`config.mk`:
```
export PLATFORM = sky130hd
export DESIGN_NAME = neural_adc_spi_sequencer
export DESIGN_NICKNAME = d
export VERILOG_FILES = /design/src/hw/rtl/nass_pkg.sv /design/src/hw/rtl/nass_core.sv /design/src/hw/rtl/neural_adc_spi_sequencer.sv
export SDC_FILE = /design/constraint.sdc
export NUM_CORES = 1
export LEC_CHECK = 0
export ABC_AREA = 1
export BUFFER_PORTS_ARGS = -buffer_cell sky130_fd_sc_hd__clkbuf_2
export CORE_ASPECT_RATIO = 1.25
export CORE_UTILIZATION = 55
export CTS_BUF_LIST = sky130_fd_sc_hd__clkbuf_2
export DETAILED_ROUTE_END_ITERATION = 7
export PLACE_DENSITY = 0.76
export REMOVE_ABC_BUFFERS = 1
export SKIP_CTS_REPAIR_TIMING = 1
export SLEW_MARGIN = 5
export SYNTH_ARGS = -nofsm -noshare
export SYNTH_HDL_FRONTEND = slang
export SYNTH_HIERARCHICAL = 1
export SYNTH_SLANG_ARGS = --single-unit
```
`constraint.sdc`:
```
create_clock -name clk_i -period 7.3 [get_ports clk_i]
set_clock_uncertainty 0.05 [all_clocks]
set_input_delay 0.365 -clock clk_i [delete_from_list [all_inputs] [get_ports clk_i]]
set_output_delay 0.365 -clock clk_i [all_outputs]
set_load 0.01 [all_outputs]
```
`src/hw/rtl/nass_pkg.sv`:
```
package nass_pkg;

  // Request kinds on the input tuser
  localparam logic [1:0] REQ_START = 2'd0;
  localparam logic [1:0] REQ_TICK  = 2'd1;
  localparam logic [1:0] REQ_WORD  = 2'd2;

  // Result status codes
  localparam logic [2:0] ST_BUSY      = 3'd0;
  localparam logic [2:0] ST_INIT_DONE = 3'd1;
  localparam logic [2:0] ST_ID_BAD    = 3'd2;
  localparam logic [2:0] ST_ECHO_BAD  = 3'd3;
  localparam logic [2:0] ST_REFUSED   = 3'd4;
  localparam logic [2:0] ST_FRAME_END = 3'd5;

  localparam int unsigned CHANNELS_DEF = 16;
  localparam int unsigned STEP_W       = 7;
  localparam int unsigned GRP_W        = 5;

  // Command words
  localparam logic [15:0] CMD_DUMMY = 16'hC000;
  localparam logic [15:0] CMD_CLEAR = 16'h6A00;
  localparam logic [15:0] CMD_CAL   = 16'h5500;
  localparam logic [15:0] CMD_PAD   = 16'hFF00;
  localparam logic [5:0]  ROM_BASE  = 6'd40;

  // Start-up sequence landmarks (step numbers)
  localparam logic [STEP_W-1:0] S_CLEAR    = 7'd12;
  localparam logic [STEP_W-1:0] S_ROM      = 7'd15;
  localparam logic [STEP_W-1:0] S_ROM_LAST = 7'd29;
  localparam logic [STEP_W-1:0] S_REG      = 7'd30;
  localparam logic [STEP_W-1:0] S_REG_END  = 7'd84;
  localparam logic [STEP_W-1:0] S_PAD_END  = 7'd94;
  localparam logic [STEP_W-1:0] S_LAST     = 7'd95;

  // One result item
  typedef struct packed {
    logic        tx_valid;
    logic [15:0] tx_word;
    logic        sample_valid;
    logic [3:0]  channel;
    logic [15:0] sample_value;
    logic [31:0] timestamp;
    logic [2:0]  status;
    logic [4:0]  failed_index;
    logic        frame_last;
  } res_t;

  // Register write commands of the start-up sequence
  function automatic logic [15:0] reg_word(input logic [GRP_W-1:0] k);
    logic [15:0] w;
    case (k)
      5'd0:    w = 16'h80DE;
      5'd1:    w = 16'h8120;
      5'd2:    w = 16'h8228;
      5'd3:    w = 16'h8302;
      5'd4:    w = 16'h84B0;
      5'd5:    w = 16'h8500;
      5'd6:    w = 16'h8600;
      5'd7:    w = 16'h8700;
      5'd8:    w = 16'h882C;
      5'd9:    w = 16'h8911;
      5'd10:   w = 16'h8A08;
      5'd11:   w = 16'h8B15;
      5'd12:   w = 16'h8C10;
      5'd13:   w = 16'h8D3C;
      5'd14:   w = 16'h8EFF;
      5'd15:   w = 16'h8FFF;
      5'd16:   w = 16'h90FF;
      5'd17:   w = 16'h91FF;
      default: w = 16'h0000;
    endcase
    return w;
  endfunction

  // Expected ID characters from the ROM reads
  function automatic logic [7:0] id_char(input logic [2:0] k);
    logic [7:0] c;
    case (k)
      3'd0:    c = 8'h49;
      3'd1:    c = 8'h4E;
      3'd2:    c = 8'h54;
      3'd3:    c = 8'h41;
      3'd4:    c = 8'h4E;
      default: c = 8'h00;
    endcase
    return c;
  endfunction

  // Start-up command for step s; slot is the position within a 3-step group and k the group number
  function automatic logic [15:0] init_cmd(input logic [STEP_W-1:0] s,
                                           input logic [1:0]        slot,
                                           input logic [GRP_W-1:0]  k);
    logic [15:0] w;
    logic [5:0]  addr;
    addr = ROM_BASE + 6'(k[2:0]);
    if (s < S_ROM) begin
      w = (s == S_CLEAR) ? CMD_CLEAR : CMD_DUMMY;
    end else if (s < S_REG) begin
      w = (slot == 2'd0) ? (CMD_DUMMY | {2'b00, addr, 8'h00}) : CMD_DUMMY;
    end else if (s < S_REG_END) begin
      w = (slot == 2'd0) ? reg_word(k) : CMD_DUMMY;
    end else if (s == S_REG_END) begin
      w = CMD_CAL;
    end else if (s < S_PAD_END) begin
      w = CMD_PAD;
    end else begin
      w = CMD_DUMMY;
    end
    return w;
  endfunction

endpackage

```
`src/hw/rtl/nass_core.sv`:
```
module nass_core #(
  parameter int unsigned CHANNELS = nass_pkg::CHANNELS_DEF
) (
  input  logic               clk_i,
  input  logic               rst_ni,
  input  logic               step_en_i,
  input  logic [1:0]         req_i,
  input  logic [15:0]        rx_i,
  input  logic [31:0]        now_i,
  output nass_pkg::res_t     res_o
);

  typedef enum logic [1:0] {
    PH_IDLE,
    PH_INIT,
    PH_FRAME
  } phase_e;

  localparam logic [nass_pkg::STEP_W-1:0] FRAME_END = nass_pkg::STEP_W'(CHANNELS + 2);
  localparam logic [nass_pkg::STEP_W-1:0] CH_LAST   = nass_pkg::STEP_W'(CHANNELS + 1);
  localparam logic [nass_pkg::STEP_W-1:0] CH_NUM    = nass_pkg::STEP_W'(CHANNELS);

  phase_e                          phase_q, phase_d;
  logic [nass_pkg::STEP_W-1:0]     step_q, step_d;
  logic [1:0]                      slot_q, slot_d;
  logic [nass_pkg::GRP_W-1:0]      grp_q, grp_d;
  logic                            init_q, init_d;
  logic                            id_bad_q, id_bad_d;
  logic [2:0]                      id_idx_q, id_idx_d;
  logic [31:0]                     start_q, start_d;
  logic [31:0]                     stamp_q, stamp_d;

  logic [nass_pkg::STEP_W-1:0]     nxt_step;
  logic [1:0]                      nxt_slot;
  logic [nass_pkg::GRP_W-1:0]      nxt_grp;
  logic                            in_rom, in_reg, echo_bad;
  logic [7:0]                      echo_exp;
  nass_pkg::res_t                  res;

  // Position of the following step inside its 3-step group
  always_comb begin
    nxt_step = step_q + 1'b1;
    if (nxt_step == nass_pkg::S_ROM || nxt_step == nass_pkg::S_REG) begin
      nxt_slot = 2'd0;
      nxt_grp  = '0;
    end else if (slot_q == 2'd2) begin
      nxt_slot = 2'd0;
      nxt_grp  = grp_q + 1'b1;
    end else begin
      nxt_slot = slot_q + 1'b1;
      nxt_grp  = grp_q;
    end
  end

  assign in_rom   = (step_q >= nass_pkg::S_ROM) && (step_q <= nass_pkg::S_ROM_LAST)
                    && (slot_q == 2'd2);
  assign in_reg   = (step_q >= nass_pkg::S_REG) && (step_q < nass_pkg::S_REG_END)
                    && (slot_q == 2'd2);
  assign echo_exp = 8'(nass_pkg::reg_word(grp_q));
  assign echo_bad = (rx_i[15:8] != 8'hFF) || (rx_i[7:0] != echo_exp);

  // Sequencer step
  always_comb begin
    res      = '0;
    phase_d  = phase_q;
    step_d   = step_q;
    slot_d   = slot_q;
    grp_d    = grp_q;
    init_d   = init_q;
    id_bad_d = id_bad_q;
    id_idx_d = id_idx_q;
    start_d  = start_q;
    stamp_d  = stamp_q;
    case (phase_q)
      PH_IDLE: begin
        if (req_i == nass_pkg::REQ_START) begin
          start_d      = now_i;
          init_d       = 1'b0;
          id_bad_d     = 1'b0;
          id_idx_d     = '0;
          phase_d      = PH_INIT;
          step_d       = '0;
          slot_d       = '0;
          grp_d        = '0;
          res.tx_valid = 1'b1;
          res.tx_word  = nass_pkg::init_cmd('0, 2'd0, '0);
        end else if (req_i == nass_pkg::REQ_TICK && init_q) begin
          stamp_d      = now_i - start_q;
          phase_d      = PH_FRAME;
          step_d       = '0;
          res.tx_valid = 1'b1;
          res.tx_word  = 16'h0000;
        end else begin
          res.status = nass_pkg::ST_REFUSED;
        end
      end
      PH_INIT: begin
        if (req_i != nass_pkg::REQ_WORD) begin
          res.status = nass_pkg::ST_REFUSED;
        end else begin
          // record the first bad ID character
          if (in_rom && !id_bad_q && rx_i[7:0] != nass_pkg::id_char(grp_q[2:0])) begin
            id_bad_d = 1'b1;
            id_idx_d = grp_q[2:0];
          end
          if (step_q == nass_pkg::S_ROM_LAST && id_bad_d) begin
            phase_d          = PH_IDLE;
            step_d           = '0;
            res.status       = nass_pkg::ST_ID_BAD;
            res.failed_index = 5'(id_idx_d);
          end else if (in_reg && echo_bad) begin
            phase_d          = PH_IDLE;
            step_d           = '0;
            res.status       = nass_pkg::ST_ECHO_BAD;
            res.failed_index = grp_q;
          end else if (step_q >= nass_pkg::S_LAST) begin
            phase_d    = PH_IDLE;
            step_d     = '0;
            init_d     = 1'b1;
            res.status = nass_pkg::ST_INIT_DONE;
          end else begin
            step_d       = nxt_step;
            slot_d       = nxt_slot;
            grp_d        = nxt_grp;
            res.tx_valid = 1'b1;
            res.tx_word  = nass_pkg::init_cmd(nxt_step, nxt_slot, nxt_grp);
          end
        end
      end
      PH_FRAME: begin
        if (req_i != nass_pkg::REQ_WORD) begin
          res.status = nass_pkg::ST_REFUSED;
        end else begin
          // replies two and on carry the conversions
          if (step_q >= 7'd2 && step_q < FRAME_END) begin
            res.sample_valid = 1'b1;
            res.channel      = 4'(step_q - 7'd2);
            res.sample_value = rx_i;
            res.timestamp    = stamp_q;
            res.frame_last   = (step_q == CH_LAST);
          end
          if (step_q >= FRAME_END) begin
            phase_d    = PH_IDLE;
            step_d     = '0;
            res.status = nass_pkg::ST_FRAME_END;
          end else begin
            step_d       = nxt_step;
            res.tx_valid = 1'b1;
            res.tx_word  = (nxt_step < CH_NUM) ? {1'b0, nxt_step, 8'h00} : nass_pkg::CMD_PAD;
          end
        end
      end
      default: begin
        phase_d    = PH_IDLE;
        res.status = nass_pkg::ST_REFUSED;
      end
    endcase
  end

  assign res_o = res;

  // Hold sequencer state between items
  always_ff @(posedge clk_i or negedge rst_ni) begin
    if (!rst_ni) begin
      phase_q  <= PH_IDLE;
      step_q   <= '0;
      slot_q   <= '0;
      grp_q    <= '0;
      init_q   <= 1'b0;
      id_bad_q <= 1'b0;
      id_idx_q <= '0;
      start_q  <= '0;
      stamp_q  <= '0;
    end else if (step_en_i) begin
      phase_q  <= phase_d;
      step_q   <= step_d;
      slot_q   <= slot_d;
      grp_q    <= grp_d;
      init_q   <= init_d;
      id_bad_q <= id_bad_d;
      id_idx_q <= id_idx_d;
      start_q  <= start_d;
      stamp_q  <= stamp_d;
    end
  end

endmodule

```
`src/hw/rtl/neural_adc_spi_sequencer.sv`:
```
// Path: an item moves from the input register through the sequencer step into
//   the result register; the step is a counter and a compare.
// Throughput: one item per cycle while the master side takes results.
// Reset: rst_ni low clears all control state; the sequencer comes up idle and
//   not initialized, with no result pending.
module neural_adc_spi_sequencer #(
  parameter int unsigned CHANNELS = nass_pkg::CHANNELS_DEF
) (
  input  logic        clk_i,
  input  logic        rst_ni,
  input  logic        s_axis_tvalid_i,
  output logic        s_axis_tready_o,
  input  logic [47:0] s_axis_tdata_i,  // rx_word[15:0], time_ms[47:16]
  input  logic [1:0]  s_axis_tuser_i,  // req_type[1:0]
  output logic        m_axis_tvalid_o,
  input  logic        m_axis_tready_i,
  output logic [79:0] m_axis_tdata_o,  // tx_word[15:0], channel[19:16],
                                       // sample_value[35:20], timestamp[67:36],
                                       // failed_index[72:68], zero[79:73]
  output logic [4:0]  m_axis_tuser_o,  // tx_valid[0], sample_valid[1], status[4:2]
  output logic        m_axis_tlast_o   // frame_last
);

  logic            in_vld_q;
  logic [1:0]      in_req_q;
  logic [15:0]     in_rx_q;
  logic [31:0]     in_time_q;
  logic            out_vld_q;
  nass_pkg::res_t  out_res_q;
  nass_pkg::res_t  res;
  logic            out_free, advance;

  assign out_free        = !out_vld_q || m_axis_tready_i;
  assign advance         = in_vld_q && out_free;
  assign s_axis_tready_o = !in_vld_q || out_free;

  nass_core #(
    .CHANNELS (CHANNELS)
  ) u_core (
    .clk_i     (clk_i),
    .rst_ni    (rst_ni),
    .step_en_i (advance),
    .req_i     (in_req_q),
    .rx_i      (in_rx_q),
    .now_i     (in_time_q),
    .res_o     (res)
  );

  // Input register
  always_ff @(posedge clk_i or negedge rst_ni) begin
    if (!rst_ni) begin
      in_vld_q <= 1'b0;
    end else if (s_axis_tready_o) begin
      in_vld_q <= s_axis_tvalid_i;
    end
  end

  always_ff @(posedge clk_i) begin
    if (s_axis_tvalid_i && s_axis_tready_o) begin
      in_req_q  <= s_axis_tuser_i;
      in_rx_q   <= s_axis_tdata_i[15:0];
      in_time_q <= s_axis_tdata_i[47:16];
    end
  end

  // Result register
  always_ff @(posedge clk_i or negedge rst_ni) begin
    if (!rst_ni) begin
      out_vld_q <= 1'b0;
    end else if (out_free) begin
      out_vld_q <= in_vld_q;
    end
  end

  always_ff @(posedge clk_i) begin
    if (advance) begin
      out_res_q <= res;
    end
  end

  // Pack the result item
  assign m_axis_tvalid_o = out_vld_q;
  assign m_axis_tdata_o  = {7'd0, out_res_q.failed_index, out_res_q.timestamp,
                            out_res_q.sample_value, out_res_q.channel, out_res_q.tx_word};
  assign m_axis_tuser_o  = {out_res_q.status, out_res_q.sample_valid, out_res_q.tx_valid};
  assign m_axis_tlast_o  = out_res_q.frame_last;

endmodule

```
* Word level (Yosys, flattened, before mapping)
Memory sizes are Yosys's and may differ from the RTL's.
Index checks and enable logic that the tools add are counted.
** Word-level totals
- Register bits :: 216
- Memory bits (read-only) :: 896
- Bits of input ports :: 54
- Output and inout port bits :: 88
- Logic and storage cells :: 196
- Memories :: 2
** Memories
- (no name shown) :: depth 32, bits a word 14, read ports 1, clocked after memory_dff 0, wr ports 0, RTL line nass_pkg.sv:52 : case (k)
- (no name shown) :: depth 32, bits a word 14, read ports 1, clocked after memory_dff 0, wr ports 0, RTL line nass_pkg.sv:52
** Operators by class
- $add $sub $neg :: 6
- Magnitude comparators :: 13
- Equal/unequal tests :: 28
- Muxes and demuxes :: 81
- Bitwise logic cells :: 5
- Reductions and logical operators :: 37
** Operators with widths (count)
- 17-bit two-way mux :: 7
- 16-bit two-way mux :: 7
- 70-bit two-way mux :: 1
- 7-bit two-way mux :: 8
- 53-bit two-way mux :: 1
- 17-bit one-hot mux with 3 select lines :: 1
- 5-bit two-way mux :: 8
- 32-bit subtractor :: 1
- 2-bit two-way mux :: 15
- 14-bit two-way mux :: 2
- 7-bit one-hot mux with 4 select lines :: 1
- 3-bit two-way mux :: 9
- 8-bit two-way mux :: 3
- 7-bit by 5-bit == test with 1-bit output (second input constant) :: 3
- 7-bit by 5-bit < comparator with 1-bit output (second input constant) :: 3
- 7-bit < comparator (second input constant) :: 3
- 7-bit one-hot mux with 3 select lines :: 1
- 8-bit != test :: 2
- 7-bit by 4-bit == test with 1-bit output (second input constant) :: 2
- 7-bit by 5-bit >= comparator with 1-bit output (second input constant) :: 2
- 7-bit AND reduction :: 2
- 1-bit logical AND :: 12
- 2-bit != test (second input constant) :: 6
- 1-bit two-way mux :: 10
- 40 further kinds :: 60

* Logic depth before layout (Yosys ltp)
- Word-level depth :: 14
- Mapped depth :: 18
- Mapped depth without buffers :: 18

* Hierarchy
The synthesis kept the hierarchy.
** By module, submodules not included
- nass_core :: times used 1, cells each 1170, area each 7488.4 um^2, sequential area each 2127.0 um^2
- neural_adc_spi_sequencer :: times used 1, cells each 149, area each 4025.1 um^2, sequential area each 3923.8 um^2

* Least setup slack after synthesis
No wires, ideal clock.
- Path type :: flip-flop to flip-flop
- Start :: reg out_vld_q (netlist: m_axis_tvalid_o)
- End :: reg u_core.start_q[10]
- Setup time :: 0.133 ns
- Data arrival time :: 5.763 ns
- Data required time :: 7.117 ns
- Slack :: 1.355 ns
- Cell stages (with the launch flop) :: 6
- Buffers on the path :: 1
- Period minus slack after synthesis :: 5.945 ns
- Cell sequence :: dfrtp_1 -> a21oi_1 -> nand2_1 -> clkbuf_1 -> nor2_1 -> a21oi_1
** On the way
- Cells in the longest elaborated chain, start to end :: 4
** Ends and longest elaborated chain
- start, declared :: RTL line neural_adc_spi_sequencer.sv:28 : logic out_vld_q;
- start signal, assigned :: RTL line neural_adc_spi_sequencer.sv:71 : out_vld_q <= in_vld_q;
- 1-bit zero test :: RTL line neural_adc_spi_sequencer.sv:33 : assign out_free = !out_vld_q || m_axis_tready_i;
- 1-bit logical OR :: RTL line neural_adc_spi_sequencer.sv:33
- 1-bit logical AND :: RTL line neural_adc_spi_sequencer.sv:34 : assign advance = in_vld_q && out_free;
- net advance :: RTL line neural_adc_spi_sequencer.sv:31 : logic out_free, advance;
- 3-bit AND reduction (no line)
- end signal, assigned :: RTL line nass_core.sv:182 : start_q <= start_d;
- end, declared :: RTL line nass_core.sv:30 : logic [31:0] start_q, start_d;
The timed path passes the listed nets, and every way through them passes these cells.
A chain may end at the register's enable or synchronous reset.

==> summary.md <==
The flow ran to the end, and the final reports show no timing, DRC or antenna violations. The area of the placeable core came out at 0.0203 mm^2. The slew at the pin closest to its max-slew limit is 1.11 ns, and the final hold violation count is 0. At the worst endpoint, the required time is 7.82 ns.

The most instantiated flip-flop cell in the synthesis netlist is sky130_fd_sc_hd__edfxtp_1. For this run, the number of standard cells in the final layout without fillers is 1855. The worst hold path belongs to the class input pin to flop. In the synthesized netlist, the number of instances is 1319. Number of violations of the max-capacitance limit: 0.

The number of clock buffers added by TritonCTS is 51. For the number of buffers between clock root and the deepest sink, the log shows 3. In the post-synthesis netlist, the biggest area contributors are sky130_fd_sc_hd__edfxtp_1, sky130_fd_sc_hd__dfrtp_1, sky130_fd_sc_hd__nand2_1, sky130_fd_sc_hd__inv_1, sky130_fd_sc_hd__nor2_1.

The most frequent cell on the critical path was sky130_fd_sc_hd__nand2_1. On the worst path, the slowest cell contributes a delay of 0.55 ns. The count of state elements after synthesis came out at 216. The terminating pin of the worst hold path is in_rx_q[11]$_DFFE_PP_.

The gate family responsible for the most delay along the worst path is simple AND/OR/NAND/NOR gates. The cell area that synthesis handed to floorplanning was 0.0115 mm^2. The number of stages on the worst setup path was 15; the area of the die was 0.0215 mm^2. The final clock period utilization by the worst path is 41.3%. The remaining routing DRC violations is 0. For this run, the detailed router's first-pass iteration total came to 7. TritonCTS built the clock tree. In the final routed layout, each cell accounts on average for 14.8 um.

Once detailed placement completed, the half-perimeter wirelength came to 19200 um. The worst register-to-register path begins at u_core/step_q[2]$_DFFE_PN0P_. After clock tree synthesis, the clock-pin slew on the worst setup and hold paths is 0.13 ns.

The tree is rooted in a sky130_fd_sc_hd__clkbuf_2. The source-to-sink clock delay at the later pin of the worst-skew pair is 0.83 ns, and the top cell type's share of synthesized area is 33.6%. The slowest stage of the critical path is the sky130_fd_sc_hd__dfrtp_1 cell.

Compared with the post-synthesis result, the final layout area differs by 17.2%. The largest vdd supply drop is 0.168 mV. The global routing stage identified its most utilized layer as met2. After synthesis, the share of flip-flops with an asynchronous set or reset is 40.3%. The total via count after detailed routing came out at 9668. The met1 global-route usage was 27.3%; the global-route met3 utilization was 3.58%. The overall routed net length is 27500 um, and the H-tree level count is 2.

The power per cell area is 285 mW/mm^2. Kind of end point of the critical path: a flop. At the placement stage, the worst setup path has a slack of 4.32 ns. The tools report the post-synthesis sequential area ratio as 52.6%. The first global-routing pass estimated 42100 um of wire. Traced cell by cell, the critical path runs through ha_1 > nand2_1 > nor2_4 > nand2_1 > nand2_1 > nand2_2 > nor2_4 > nand3_4 > nand3_1 > inv_1 > ha_1 > nand2_1 > nand2_1 > a21oi_1 > nor2_1.

From left edge to right edge, the die measures 131 um. The largest total area in the synthesized netlist belongs to sky130_fd_sc_hd__edfxtp_1. The logs give 1649 for the number of nets in the final layout and 216 for the number of clock sinks seen by CTS. Yosys mapped the design onto 51 distinct sky130hd cell types.

Dividing the synthesized area by the synthesized cell count gives 8.73 um^2. The number of cells on the worst reg-to-reg path is 15. For the total number of placement rows, the log shows 58. The run gives 80 as the pin count of the biggest net entering global routing. The tools report the kind of start point of the critical path as a flop.

In this run the critical register-to-register path is captured at m_axis_tdata_o[1]$_DFFE_PP_. In the global route stage, overall resource usage came out at 24.5%. The total buffers and inverters traversed by the critical path is 1, and the ratio of routed vias to standard cells is 5.21. Maximum clock rate: 332 MHz. The congestion estimate from routability-driven global placement came to 0.941. The run gives 45.6% as the routing usage on met2.

The detail route stage leaves a number of antenna-violating nets equal to 0. The floorplan die height was 164 um; the DRC violation total after the first TritonRoute iteration was 659. Summed over all layers, the global routing overflow is 0.

The time the worst path needs with I/O delays and setup came out at 3.01 ns. The data arrival time of the critical path is 3.53 ns, and the fraction of layout cells with a size suffix above 1 is 18.1%. The worst setup path is of the flop to flop kind. The initial antenna violation count was 2. The first element of the critical path was u_core/step_q[2]$_DFFE_PN0P_. Among all cell types in the netlist, the one instantiated most often is sky130_fd_sc_hd__nand2_1.

The Yosys step of the flow raised 6 warnings. The tools report the number of global-route vias before repair as 9068. In this run the tightest slew margin relative to its limit is 26.2%.

The run gives 0 as the max-slew violation count. Number of stages on the worst hold path: 2. The number of flops mapped to enable cells by yosys was 129; the number of primary I/O pins was 142. Setup violations remaining at the end of the flow were counted as 0. Setup total negative slack on the finished layout was measured at 0 ns.

In this run the most critical hold path is launched from s_axis_tdata_i[11]. The setup check on the worst reg-to-reg path leaves a slack of 4.29 ns. The leakage power of the design is 6.58 nW, and the effective utilization at floorplan is 56.7%. The number of port buffers works out to 134. The commonest cells after synthesis are sky130_fd_sc_hd__nand2_1, sky130_fd_sc_hd__inv_1, sky130_fd_sc_hd__nor2_1, sky130_fd_sc_hd__edfxtp_1.

The total of fill cells in the finished design was 1771; the number of placed instances with taps included was 1704. In this run the worst path has a maximum fanout of 9. Setup slack closes at 4.29 ns.

Setup repair after global routing left no endpoint under its margin.
## per-layer routing
layer	routed length [um]	part of all wire, %
met1	11000	40
met4	1120	4.1
met5	0	0
met2	14200	52
met3	1190	4.3
## state kept, by name, indices dropped and copies added (netlist names)
| register | cells |
|---|---|
| u_core/grp_q | 5 |
| in_rx_q | 16 |
| u_core/phase_q | 2 |
| u_core/step_q | 7 |
| m_axis_tdata_o | 73 |
| u_core/id_bad_q | 1 |
| m_axis_tuser_o | 5 |
| u_core/start_q | 32 |
| u_core/slot_q | 2 |
| in_vld_q | 1 |
| u_core/stamp_q | 32 |
| in_time_q | 32 |
| m_axis_tvalid_o | 1 |
| m_axis_tlast_o | 1 |
| in_req_q | 2 |
| u_core/id_idx_q | 3 |
| u_core/init_q | 1 |
## power breakdown
| part | total, mW | internal (mW) | switching [mW] |
|---|---|---|---|
| clock | 0.770 | 0.298 | 0.472 |
| combinational | 1.43 | 0.505 | 0.926 |
| sequential | 1.64 | 1.54 | 0.0987 |
## cells by family (layout without fill, tap and decap cells)
kind of cell,Yosys count,count (layout),synth area share [%]
simple gates,597,597,22.5
buf+inv,225,483,7.69
flops,216,216,52.6
compound gates,212,212,10.2
fa+ha+maj,52,52,5.72
xor+xnor,15,15,1.14
other cells,1,9,0.0326
mux,1,1,0.0978
## worst max path at each step
stage	to	slack, ns
final	m_axis_tdata_o[1]$_DFFE_PP_	4.29
after CTS	m_axis_tdata_o[1]$_DFFE_PP_	4.33
after global routing	u_core/step_q[5]$_DFFE_PN0P_	4.13
after global placement	m_axis_tdata_o[1]$_DFFE_PP_	4.35
after floorplan	u_core/stamp_q[0]$_DFFE_PN0P_	-0.69
after detailed placement	m_axis_tdata_o[1]$_DFFE_PP_	4.32
## final cells by class
| cell class | count | area [um^2] | share of cell area, % |
|---|---|---|---|
| Inverter | 195 | 734 | 5.44 |
| Timing Repair Buffer | 195 | 1280 | 9.50 |
| Clock inverter | 10 | 46.3 | 0.343 |
| Tap cell | 270 | 338 | 2.50 |
| Multi-Input combinational cell | 884 | 4620 | 34.2 |
| Antenna cell | 2 | 5.00 | 0.0371 |
| Sequential cell | 216 | 6050 | 44.9 |
| Clock buffer | 83 | 415 | 3.08 |
## stage by stage
stage	hold WS, ns	area (um^2)	util (%)	total power [mW]
finish	0.193	13500	66.4	3.84
detailed placement	0.244	12500	61.3	3.05
floorplan	0.0194	11400	-	2.68
global placement	0.245	12500	61.3	3.02
global route	0.122	13500	66.4	4.14
CTS	-0.680	12900	63.6	3.82
## placed cells by master, fill, tap and decap left out, types with 7 or more instances in the layout
cell / synthesis / layout
sky130_fd_sc_hd__nand2_2: 14 / 15
sky130_fd_sc_hd__nand4_1: 11 / 11
sky130_fd_sc_hd__nand3_1: 87 / 87
sky130_fd_sc_hd__o22ai_1: 7 / 7
sky130_fd_sc_hd__nor3_1: 18 / 17
sky130_fd_sc_hd__clkbuf_2: 0 / 216
sky130_fd_sc_hd__xor2_1: 12 / 12
sky130_fd_sc_hd__edfxtp_1: 129 / 129
sky130_fd_sc_hd__dlygate4sd3_1: 0 / 55
sky130_fd_sc_hd__a21oi_1: 81 / 80
sky130_fd_sc_hd__o21ai_1: 8 / 8
sky130_fd_sc_hd__inv_1: 182 / 181
sky130_fd_sc_hd__o21ai_0: 72 / 72
sky130_fd_sc_hd__nor2_1: 181 / 181
sky130_fd_sc_hd__nand2_1: 253 / 252
sky130_fd_sc_hd__a31oi_1: 12 / 12
sky130_fd_sc_hd__dfrtp_1: 87 / 87
sky130_fd_sc_hd__or2_2: 7 / 7
sky130_fd_sc_hd__inv_2: 11 / 12
sky130_fd_sc_hd__conb_1: 1 / 7
sky130_fd_sc_hd__ha_1: 51 / 51
Note: power is estimated with default switching activity, not from simulation.
